## src/hdl/hfd_pkg.sv

```systemverilog
package hfd_pkg;

  // Number of lines the block can serve at most, and the default.
  localparam int MAX_LINES = 8;
  localparam int DEF_LINES = 8;

  // Reset value of the flash window register.
  localparam logic [7:0] FLASH_WINDOW_RESET = 8'd10;

  // Input commands.
  localparam logic [1:0] CMD_SAMPLE  = 2'd0;
  localparam logic [1:0] CMD_TICK    = 2'd1;
  localparam logic [1:0] CMD_ENGAGE  = 2'd2;
  localparam logic [1:0] CMD_RELEASE = 2'd3;

  // Event kinds.
  localparam logic [1:0] KIND_OFFHOOK = 2'd0;
  localparam logic [1:0] KIND_FLASH   = 2'd1;
  localparam logic [1:0] KIND_ONHOOK  = 2'd2;

  // What the line unit is told about the line under scan.
  typedef struct packed {
    logic       is_tick;    // tick pass, else hook sample pass
    logic       changed;    // unmasked hook change on this line
    logic       level;      // new hook level, high is on-hook
    logic       pending;    // delayed relay release waits on this line
    logic [7:0] timer;      // current timer value
    logic [7:0] window;     // flash window register
  } line_req_t;

  // What the line unit decides for that line.
  typedef struct packed {
    logic [7:0] timer_next;
    logic       emit;
    logic [1:0] kind;
    logic       relay_off;  // clear relay and pending bits
  } line_res_t;

endpackage

```

## src/hdl/hfd_line_unit.sv

```systemverilog
module hfd_line_unit
  import hfd_pkg::*;
(
  input  line_req_t req,
  output line_res_t res
);

  logic       timer_run;
  logic [7:0] timer_dec;
  logic [7:0] window_eff;

  assign timer_run  = (req.timer != 8'd0);
  assign timer_dec  = req.timer - 8'd1;
  // A zero window acts as one tick.
  assign window_eff = (req.window == 8'd0) ? 8'd1 : req.window;

  always_comb begin
    res.timer_next = req.timer;
    res.emit       = 1'b0;
    res.kind       = KIND_OFFHOOK;
    res.relay_off  = 1'b0;
    if (req.is_tick) begin
      if (timer_run) begin
        res.timer_next = timer_dec;
        if (timer_dec == 8'd0) begin
          if (req.pending) begin
            res.relay_off = 1'b1;
          end else begin
            res.emit = 1'b1;
            res.kind = KIND_ONHOOK;
          end
        end
      end
    end else if (req.changed) begin
      if (!req.level) begin
        res.emit = 1'b1;
        if (timer_run) begin
          res.timer_next = 8'd0;
          res.kind       = KIND_FLASH;
        end
      end else if (!timer_run) begin
        res.timer_next = window_eff;
      end
    end
  end

endmodule

```

## src/hdl/hook_flash_discriminator.sv

```systemverilog
// Hook flash discriminator. Items enter on the s_axis channel: tuser carries
// the command (hook sample, timer tick, engage relay, delayed relay release)
// and tdata the hook bits, the addressed line and the release tick count.
// Events leave on the m_axis channel, one item per event, in ascending line
// order: tdata carries the line, tuser the kind (off-hook, flash, on-hook) and
// tlast marks the last event caused by one input item. The flash window
// register is written over the cfg channel, which is always ready.
//
// Relay commands and hook samples without an unmasked change are handled
// in idle. A tick, or a sample that changes any unmasked line, starts a scan
// that visits one line per cycle, unless the receiver stalls, through a
// single shared line unit; such an item holds the input channel until the
// scan is done and the block is back in idle. The event of line i is
// registered when the scan reaches that line. Events go out through a single
// output register; when the receiver stalls, the scan waits on the line whose
// event cannot be placed, and the input channel stays closed.
//
// Reset returns every line to on-hook, clears the relay and pending bits,
// stops all timers and sets the flash window to ten ticks.
module hook_flash_discriminator
  import hfd_pkg::*;
#(
  parameter int LINES = DEF_LINES
) (
  input  logic        clk,
  input  logic        rst,
  // input items
  input  logic        s_axis_tvalid,
  output logic        s_axis_tready,
  input  logic [23:0] s_axis_tdata,   // [7:0] hook_bits, [10:8] line_index,
                                      // [18:11] release_ticks, rest zero
  input  logic [1:0]  s_axis_tuser,   // [1:0] command
  // event items
  output logic        m_axis_tvalid,
  input  logic        m_axis_tready,
  output logic [7:0]  m_axis_tdata,   // [2:0] event_line, rest zero
  output logic [1:0]  m_axis_tuser,   // [1:0] event_kind
  output logic        m_axis_tlast,   // last_event
  // flash window register
  input  logic        cfg_valid,
  output logic        cfg_ready,
  input  logic [7:0]  cfg_data
);

  localparam int LW = (LINES > 1) ? $clog2(LINES) : 1;

  typedef enum logic [1:0] {
    ST_IDLE = 2'b01,
    ST_SCAN = 2'b10
  } state_t;

  state_t             state;
  logic [LW-1:0]      cnt;
  logic [7:0]         window;
  logic [LINES-1:0]   stored_hook;
  logic [LINES-1:0]   relay_mask;
  logic [LINES-1:0]   release_pending;
  logic [7:0]         line_timer [LINES];

  // Latched description of the pass in progress.
  logic               scan_tick;
  logic [LINES-1:0]   scan_changed;
  logic [LINES-1:0]   scan_level;
  logic [LINES-1:0]   ev_mask;      // lines that still owe an event

  logic               out_valid;
  logic [2:0]         out_line;
  logic [1:0]         out_kind;
  logic               out_last;

  logic [1:0]         cmd;
  logic [7:0]         hook_in;
  logic [2:0]         idx_in;
  logic [7:0]         rel_in;
  logic [LINES-1:0]   sample;
  logic [LINES-1:0]   changed;
  logic [LINES-1:0]   tick_ev;
  logic               idx_ok;
  logic               accept;
  logic               out_free;
  logic               step;
  logic [LINES-1:0]   cur_bit;

  line_req_t          req;
  line_res_t          res;

  assign cmd     = s_axis_tuser;
  assign hook_in = s_axis_tdata[7:0];
  assign idx_in  = s_axis_tdata[10:8];
  assign rel_in  = s_axis_tdata[18:11];

  assign s_axis_tready = (state == ST_IDLE);
  assign accept        = s_axis_tvalid && s_axis_tready;
  assign cfg_ready     = 1'b1;

  assign sample  = hook_in[LINES-1:0];
  assign changed = (sample ^ stored_hook) & ~relay_mask;
  assign idx_ok  = (32'(idx_in) < LINES);

  // Lines whose timer expires on this tick without a pending release.
  always_comb begin
    for (int i = 0; i < LINES; i++) begin
      tick_ev[i] = (line_timer[i] == 8'd1) && !release_pending[i];
    end
  end

  // Shared line unit, fed with the line under scan.
  assign req.is_tick = scan_tick;
  assign req.changed = scan_changed[cnt];
  assign req.level   = scan_level[cnt];
  assign req.pending = release_pending[cnt];
  assign req.timer   = line_timer[cnt];
  assign req.window  = window;

  hfd_line_unit u_line (
    .req (req),
    .res (res)
  );

  assign cur_bit  = LINES'(1) << cnt;
  assign out_free = !out_valid || m_axis_tready;
  // The scan moves on unless this line has an event with nowhere to go.
  assign step     = (state == ST_SCAN) && (!res.emit || out_free);

  always_ff @(posedge clk) begin
    if (rst) begin
      window <= FLASH_WINDOW_RESET;
    end else if (cfg_valid && cfg_ready) begin
      window <= cfg_data;
    end
  end

  always_ff @(posedge clk) begin
    if (rst) begin
      state           <= ST_IDLE;
      cnt             <= '0;
      stored_hook     <= '1;
      relay_mask      <= '0;
      release_pending <= '0;
      ev_mask         <= '0;
      scan_tick       <= 1'b0;
      for (int i = 0; i < LINES; i++) begin
        line_timer[i] <= 8'd0;
      end
    end else begin
      case (state)
        ST_IDLE: begin
          if (accept) begin
            case (cmd)
              CMD_SAMPLE: begin
                if (changed != '0) begin
                  stored_hook  <= sample;
                  scan_tick    <= 1'b0;
                  scan_changed <= changed;
                  scan_level   <= sample;
                  ev_mask      <= changed & ~sample;
                  cnt          <= '0;
                  state        <= ST_SCAN;
                end
              end
              CMD_TICK: begin
                scan_tick <= 1'b1;
                ev_mask   <= tick_ev;
                cnt       <= '0;
                state     <= ST_SCAN;
              end
              CMD_ENGAGE: begin
                if (idx_ok) begin
                  relay_mask[idx_in[LW-1:0]] <= 1'b1;
                end
              end
              default: begin
                if (idx_ok) begin
                  if (rel_in == 8'd0) begin
                    relay_mask[idx_in[LW-1:0]]      <= 1'b0;
                    release_pending[idx_in[LW-1:0]] <= 1'b0;
                    line_timer[idx_in[LW-1:0]]      <= 8'd0;
                  end else begin
                    release_pending[idx_in[LW-1:0]] <= 1'b1;
                    line_timer[idx_in[LW-1:0]]      <= rel_in;
                  end
                end
              end
            endcase
          end
        end
        ST_SCAN: begin
          if (step) begin
            line_timer[cnt] <= res.timer_next;
            if (res.relay_off) begin
              relay_mask[cnt]      <= 1'b0;
              release_pending[cnt] <= 1'b0;
            end
            if (res.emit) begin
              ev_mask <= ev_mask & ~cur_bit;
            end
            if (32'(cnt) == LINES - 1) begin
              state <= ST_IDLE;
            end else begin
              cnt <= cnt + LW'(1);
            end
          end
        end
        default: begin
          state <= ST_IDLE;
        end
      endcase
    end
  end

  // Output register: loaded when the scan places an event, emptied when the
  // receiver takes it.
  always_ff @(posedge clk) begin
    if (rst) begin
      out_valid <= 1'b0;
    end else if (step && res.emit) begin
      out_valid <= 1'b1;
    end else if (m_axis_tready) begin
      out_valid <= 1'b0;
    end
  end

  always_ff @(posedge clk) begin
    if (step && res.emit) begin
      out_line <= 3'(cnt);
      out_kind <= res.kind;
      out_last <= ((ev_mask & ~cur_bit) == '0);
    end
  end

  assign m_axis_tvalid = out_valid;
  assign m_axis_tdata  = {5'd0, out_line};
  assign m_axis_tuser  = out_kind;
  assign m_axis_tlast  = out_last;

endmodule
```

## config.mk

```make
export PLATFORM = sky130hd
export DESIGN_NAME = hook_flash_discriminator
export DESIGN_NICKNAME = d
export VERILOG_FILES = /design/src/hdl/hfd_pkg.sv /design/src/hdl/hfd_line_unit.sv /design/src/hdl/hook_flash_discriminator.sv
export SDC_FILE = /design/constraint.sdc
export NUM_CORES = 1
export LEC_CHECK = 0
export ABC_CLOCK_PERIOD_IN_PS = 3630
export CAP_MARGIN = 0
export CORE_UTILIZATION = 40
export CTS_CLUSTER_DIAMETER = 60
export DETAILED_ROUTE_END_ITERATION = 10
export DONT_BUFFER_PORTS = 1
export GPL_ROUTABILITY_DRIVEN = 0
export PLACE_DENSITY_LB_ADDON = 0.05
export SLEW_MARGIN = 20
export SYNTH_ARGS = -nofsm -noshare
export SYNTH_HDL_FRONTEND = slang
export SYNTH_SLANG_ARGS = --single-unit
```

## constraint.sdc

```tcl
create_clock -name clk -period 3.63 [get_ports clk]
set_input_delay 0.5445 -clock clk [delete_from_list [all_inputs] [get_ports clk]]
set_output_delay 0.5445 -clock clk [all_outputs]
set_load 0.02 [all_outputs]
```

Yosys cells after proc, flatten, opt, wreduce, memory -nomap -nowiden

Memory sizes are Yosys's and may differ from the RTL's. A register that Yosys moved wholly into a read port is not among the register bits.
Cells that the tools add are included.

Flip-flop bits (word level): 69
Memory bits (writable): 64
Bits of input ports: 39
Output and inout bits: 14
Logic and storage cells: 195
Memories kept: 1

Memories:

| memory     | depth | width | rd ports | clocked after memory_dff | write ports | line                           | source |
|---|---|---|---|---|---|---|---|
| line_timer | 8     | 8     | 9        | 1                        | 8           | hook_flash_discriminator.sv:58 | `logic [7:0] line_timer [LINES];` |

Add/subtract/negate cells: 2
$lt $le $gt $ge: 4
Equal/unequal tests: 25
Shifts and indexed selects: 1
Muxes and demuxes: 84
Bitwise operators: 17
Reduce and logical (&&, ||, !) cells: 47

Operator list:

| operator             | count |
|---|---|
| $mux W8              | 20 |
| $pmux W8 S2          | 5 |
| $eq A8 B1 Y1 const B | 8 |
| $and A8 B8 Y8        | 7 |
| $not A8 Y8           | 5 |
| $logic_not A8 Y1     | 4 |
| $mux W1              | 31 |
| $mux W3              | 10 |
| $mux W11             | 2 |
| $reduce_and A6 Y1    | 3 |
| $or A8 B8 Y8         | 2 |
| $reduce_bool A8 Y1   | 2 |
| $reduce_or A8 Y1     | 2 |
| $reduce_and A5 Y1    | 3 |
| $ne A2 B2 Y1 const B | 7 |
| $logic_and A1 B1 Y1  | 13 |
| $mux W12             | 1 |
| $pmux W3 S2          | 2 |
| $logic_not A1 Y1     | 10 |
| $bmux W1 S3          | 3 |
| $lt A3 B4 Y1 const B | 2 |
| $mux W2              | 4 |
| $pmux W2 S2          | 2 |
| $reduce_and A4 Y1    | 2 |
| other kinds (21)     | 30 |

Depth between registers and ports, before layout

Gate-level depths: netlist of run 1.

Depth in word-level cells: 15
Depth in mapped cells: 15
Depth with buffers taken out: 13

Cells and area by module

Synthesis of run 1 repeated with hierarchy kept, for this count alone.

Cells, all modules: 702
Area, all modules: 7224.4 µm²

Modules (own cells, without submodules):

| module                   | times used | cells each | area an instance (µm²) | seq. area each (µm²) |
|---|---|---|---|---|
| hook_flash_discriminator | 1          | 614        | 6645.1                 | 3583.4 |
| hfd_line_unit            | 1          | 88         | 579.3                  | 0.0 |

Worst setup path after synthesis of run 1

OpenSTA, ideal clock, no wires.

Path type: reg-to-reg
From: reg (tool-made name)
To: mem line_timer[0][0] (enable)
Library setup time: 329 ps
Arrival: 3379 ps
Data required time: 3301 ps
Slack: -78 ps
Stages on the path, launching flop included: 14
Path buffers: 3
Clock period less this slack: 3708 ps
Cells stage by stage: dfxtp_1 > buf_6 > buf_6 > mux4_2 > mux2i_4 > ha_1 > inv_1 > a2111o_1 > o21ai_1 > a211oi_4 > a21oi_4 > buf_6 > a22oi_4 > nand2_1

RTL lines:

| element       | line |
|---|---|
| end, declared | hook_flash_discriminator.sv:58 |

==> qor.yml, run 1 <==
worst_setup_path:
  crit_type: "register to register"
  critical_path.max_stage_delay_ns: 0.55
  end_kind: "register"
  crit_fanout: 8
  slowest_stage: "mux4_2"
  critPathLaunchType: "register"
  rrSetupSlack_ns: 0.16
  worstPathRequired_ns: 3.81
  crit_arrival_ns: 3.65
  path_cells: "buf_12 -> buf_6 -> mux4_2 -> mux2i_1 -> buf_4 -> nand4_1 -> or3_4 -> a211oi_4 -> a21oi_4 -> buf_6 -> a22oi_1 -> buf_4 -> nor2_1"
cells_and_area:
  drive_gt1_frac: 0.2169
  area_growth_pct: 18.36
  fin_nets: 783
  num_antenna_cells: 0
  fill_cells: 1682
yosys:
  synth_top_area_cell: "edfxtp_1"
  ys_top_cells_by_area: "edfxtp_1, dfxtp_1, nor2_1, mux4_2, mux2i_1"
  synth_top_family_by_area: "simple AND/OR/NAND/NOR gates"
  synthArstFlopShare: 0
  synthSimpleGateAreaFrac: 0.1776
  netlist.area_leader.share: 0.3518
  yosys_warnings: 0
  ys_ff_latch: 136
  synth_common_cells: "nor2_1, edfxtp_1, nand2_1, dfxtp_1, mux2i_1"
  synth_most_common_cell: "nor2_1"
  yosysUniqueCellTypes: 80
  synth_fa_ha_area_frac: 0.01704
  synthMuxAreaShare: 0.1093
  synth.avg_cell_area_um2: 10.67
  yosys.area_share.xor_xnor: 0.009545
  synth_compound_area_frac: 0.1575
  ys_seq_area_frac: 0.4882
  synth_edf_count: 86
  synth_ff_type: "edfxtp_1"
  syn-cell-area_um2: 7341
  netlist_instances: 688
cts:
  cts_buffers: 17
  cts_tree: "yes"
  clk_latency_ns: 0.43
  clockBufferDepth: 2
  cts_hold_buf: 0
  cts.sinks: 136
  root_buffer: "clkbuf_16"
  htreeDepth: 4
  path_clk_slew_ns: 0.06
global_routing:
  grt_pass1_wl_um: 31980
  grt_max_degree: 41
  overflow: 0
  antenna_found_initial: 0
  grt_usage: 0.2345
  grt_pass1_vias: 5582
hold_path:
  hold_class: "primary input to register"
placement:
  dp_hpwl_um: 16020
  portBuffers: 0
  dpl_worst_slack_ns: 0.05298
timing:
  fin_crit_sh: 0.9564
  drv_slew: 0
  slew_headroom: 0.5299
  setup_ws_ns: 0.1584
  setup_tns_ns: 0
  worst_pin_slew_ns: 0.7026
  post-route-min-period_ns: 3.472
  fin_worst_skew_ns: 0.009214
  rsz0062_at_grt: "false"
  fmax_mhz: 288.1
  hold_viol_final: 0
  setup_violations: 0
die:
  fp.dieH_um: 137.5
  die_area_um2: 18900
  core_area_um2: 17960
  initial_utilization: 0.4087
  rows: 49
  io_pins: 53
  die_width_um: 137.5
route:
  wl_per_cell_um: 21.13
  ant_nets: 0
  drt-total-wl_um: 20630
  routed_via_density: 5.757
  dr_total_vias: 5619
  initialDrtViolationCount: 448
  dr.pass1.iters: 5
  drc_errors: 0
pwr:
  ir_drop_uv: 444.9
  power_density_nw_per_um2: 437.7
  power.total_mw: 3.803
  p_leak_nw: 3.227
status:
  status: "finished clean"
flow_run:
  max_cap_viol_count: 0
[per-stage QoR]
step | utilization | cells | area, um2 | hold WS (ns)
global route | 0.4837 | 976 | 8688 | 0.1680
global placement | 0.4462 | 943 | 8015 | 0.4499
CTS | 0.4810 | 975 | 8641 | 0.1672
floorplan | - | 692 | 7360 | 0.4318
finish | 0.4837 | 976 | 8688 | 0.1778
detailed placement | 0.4462 | 943 | 8015 | 0.4572
[layout make-up]
type / count / area (um2) / area share
multi-input combinational: 491 / 3512 / 0.4042
clock buffer: 17 / 425.4 / 0.04896
clock inverter: 15 / 200.2 / 0.02304
tap: 229 / 286.5 / 0.03298
sequential: 136 / 3586 / 0.4127
timing repair buffer: 63 / 584.3 / 0.06725
inverter: 25 / 93.84 / 0.01080
[kinds of logic after synthesis]
kind of cell | count (synthesis)
AO/OA/AOI/OAI | 136
flip-flops | 136
buffers and inverters | 65
XOR/XNOR | 8
adder cells (fa/ha/maj) | 10
AND/OR/NAND/NOR | 276
multiplexers | 55
other | 2
[worst max-delay path: cells and delay by family (launching register included)]
| family | cells | cell delay, ns |
|---|---|---|
| simple gates | 3 | 0.66 |
| compound gates | 3 | 0.65 |
| buf+inv | 5 | 0.85 |
| mux | 2 | 0.72 |
| flops | 1 | 0.34 |
[worst paths after layout]
| kind | from | to | cells after the start |
|---|---|---|---|
| hold / removal | rst | state[1]$_SDFFE_PP0P_ | 1 |
| setup / recovery | register | line_timer[0][3]$_SDFFCE_PN0P_ | 13 |
| setup reg to reg | register | line_timer[0][3]$_SDFFCE_PN0P_ | 13 |
| hold reg to reg | ev_mask[4]$_SDFFE_PP0P_ | ev_mask[4]$_SDFFE_PP0P_ | 2 |
[cells in the final DEF, fill, tap and decap left out, types with 9 or more instances in the layout]
cell / n
mux2i_1: 27
dfxtp_1: 48
inv_1: 22
edfxtp_1: 86
clkbuf_16: 17
mux4_2: 18
o21ai_0: 14
nor2_1: 125
buf_4: 52
ha_1: 9
or4_1: 11
o32ai_1: 11
nand2_1: 48
a21oi_1: 19
nand3_1: 15
a22oi_1: 17
nor3_1: 15
[power breakdown]
group	total (mW)	leakage (nW)	switching, mW	internal, mW
Sequential	1.72	1.27	0.0303	1.69
Combinational	0.254	1.65	0.150	0.104
Clock	1.83	0.305	0.775	1.06
[layer usage]
layer,vias up,part of all wire,track usage
met4,0,0.016,0.06716
met2,190,0.46,0.3668
met5,-,0,0
met1,2730,0.47,0.3277
met3,23,0.056,0.04562
li1,2676,-,-
[repair_timing]
action	in CTS	in global routing
resized for setup	0	16
setup buffers	0	1
endpoints found under the setup margin	0	133
No activity file was read; power rests on OpenSTA's default activity.
==> inputs of run 2 (changes only) <==
ABC_CLOCK_PERIOD_IN_PS = 4300   (was 3630)
CTS_CLUSTER_SIZE = 25   (was not set)
clock period = 4.3 ns   (was 3.63 ns; I/O delays follow)
==> qor.yml, run 2 (same netlist as run 1, synthesis figures left out) <==
pwr:
  switching_share: 0.2382
  switchingPower_mw: 0.7584
  comb_power_share: 0.061
  clockPowerShare: 0.483
  ir_drop_uv: 274.0
  p_leak_nw: 3.043
  seqPwrFrac: 0.456
  power_density_nw_per_um2: 381.6
  p_int_mw: 2.425
worst_setup_path:
  critPathLaunchType: "register"
  worstPathRequired_ns: 4.44
  slowest_stage: "a22oi_1"
  crit_arrival_ns: 4.08
  crit_fanout: 14
  crit_type: "register to register"
  crit_path_frequent_cell: "o21ai_0"
  critPathBufInv: 2
  path_cells: "buf_12 -> mux4_2 -> mux2i_4 -> ha_1 -> inv_1 -> a2111o_1 -> o21ai_0 -> o21ai_0 -> a221o_1 -> a22oi_1 -> nor2_1"
  critical_path.max_stage_delay_ns: 0.67
  end_kind: "register"
  crit_family: "compound AO/OA/AOI/OAI gates"
route:
  initialDrtViolationCount: 421
  wl_per_cell_um: 21.63
  dr_total_vias: 5575
  ant_nets: 0
  drt-total-wl_um: 20480
  dr.pass1.iters: 5
  drc_errors: 0
  routed_via_density: 5.887
timing:
  fmax_mhz: 253.8
  worst_pin_slew_ns: 0.9162
  rsz0062_at_grt: "false"
  slew_headroom: 0.3892
  drv_slew: 0
  hold_viol_final: 0
  fin_worst_skew_ns: 0.01226
  post-route-min-period_ns: 3.940
  setup_violations: 0
  fin_crit_sh: 0.9163
  setup_tns_ns: 0
die:
  core_area_um2: 17960
  initial_utilization: 0.4087
  die_area_um2: 18900
  die_width_um: 137.5
  io_pins: 53
  fp.dieH_um: 137.5
  rows: 49
cts:
  cts_tree: "yes"
  root_buffer: "clkbuf_16"
  clk_latency_ns: 0.42
  clockBufferDepth: 2
  cts.sinks: 136
  cts_setup_buffers: 0
  cts_hold_buf: 0
  cts.repair.resized: 0
  cts_buffers: 17
  htreeDepth: 4
  path_clk_slew_ns: 0.06
cells_and_area:
  drive_gt1_frac: 0.1699
  num_antenna_cells: 0
  multi_input_area_um2: 3482
  layoutNonFillerInstCount: 947
  fill_cells: 1697
  fin_nets: 754
  regArea_um2: 3583
  final_cell_mix: "nor2_1, edfxtp_1, nand2_1"
  final_common_cell: "nor2_1"
  area_growth_pct: 13.65
status:
  status: "finished clean"
flow_run:
  max_cap_viol_count: 0
placement:
  placed_cells: 915
  dp_hpwl_um: 15610
  portBuffers: 0
global_routing:
  grt_usage: 0.2308
  overflow: 0
  grt_pass1_vias: 5403
  grt_max_degree: 41
  grt_pass1_wl_um: 31510
  antenna_found_initial: 0
hold_path:
  hold_class: "primary input to register"
  min_from: "rst"
## run 2: routing by layer
| layer | GRT usage | vias to the layer above | routed length [um] |
|---|---|---|---|
| li1 | - | 2608 | - |
| met2 | 0.3562 | 163 | 9434 |
| met1 | 0.3241 | 2781 | 9668 |
| met3 | 0.04157 | 23 | 994 |
| met5 | 0 | - | 0 |
| met4 | 0.07875 | 0 | 384 |
## run 2: final timing paths
| path | end | slack [ns] | depth (start not counted) |
|---|---|---|---|
| worst max-delay path | line_timer[7][1]$_SDFFCE_PN0P_ | 0.36 | 11 |
| worst min-delay path | window[6]$_SDFFE_PP0P_ | 0.29 | 1 |
| worst max register to register | line_timer[7][1]$_SDFFCE_PN0P_ | 0.36 | 11 |
| worst min register to register | ev_mask[2]$_SDFFE_PP0P_ | 0.47 | 2 |
## run 2: metrics by stage
| step | power (mW) | setup WS [ns] | cell area [um2] | util | hold WS (ns) |
|---|---|---|---|---|---|
| floorplan | 1.622 | 0.5916 | 7356 | - | 0.4318 |
| global placement | 1.671 | 0.3571 | 7726 | 0.4301 | 0.4415 |
| detailed placement | 1.673 | 0.3579 | 7726 | 0.4301 | 0.4626 |
| CTS | 3.203 | 0.3388 | 8343 | 0.4644 | 0.2738 |
| global route | 3.273 | 0.01607 | 8343 | 0.4644 | 0.2691 |
| finish | 3.184 | 0.3600 | 8343 | 0.4644 | 0.2885 |
## run 2: layout make-up
class | instances | area share
inverters | 25 | 0.01125
multi-input cells | 491 | 0.4174
flip-flops and latches | 136 | 0.4295
repair buffers | 34 | 0.03359
well taps | 229 | 0.03434
clock inverters | 15 | 0.02295
clock buffers | 17 | 0.05099
## run 2: power by group through the flow
stage          Combinational (mW)  Sequential (mW)  Clock (mW)
6_report                    0.194             1.45        1.54
5_1_grt                     0.214             1.46        1.60
4_1_cts                     0.195             1.45        1.56
3_3_place_gp                0.192             1.48           0
2_1_floorplan               0.156             1.47           0
3_5_place_dp                0.194             1.48           0
## run 2: worst register-to-register path, delay by kind of cell (launching register included)
family / cells / cell delay (ns)
AO/OA/AOI/OAI: 5 / 1.82
multiplexers: 2 / 0.78
flip-flops: 1 / 0.52
adder cells (fa/ha/maj): 1 / 0.19
buffers and inverters: 2 / 0.26
AND/OR/NAND/NOR: 1 / 0.09
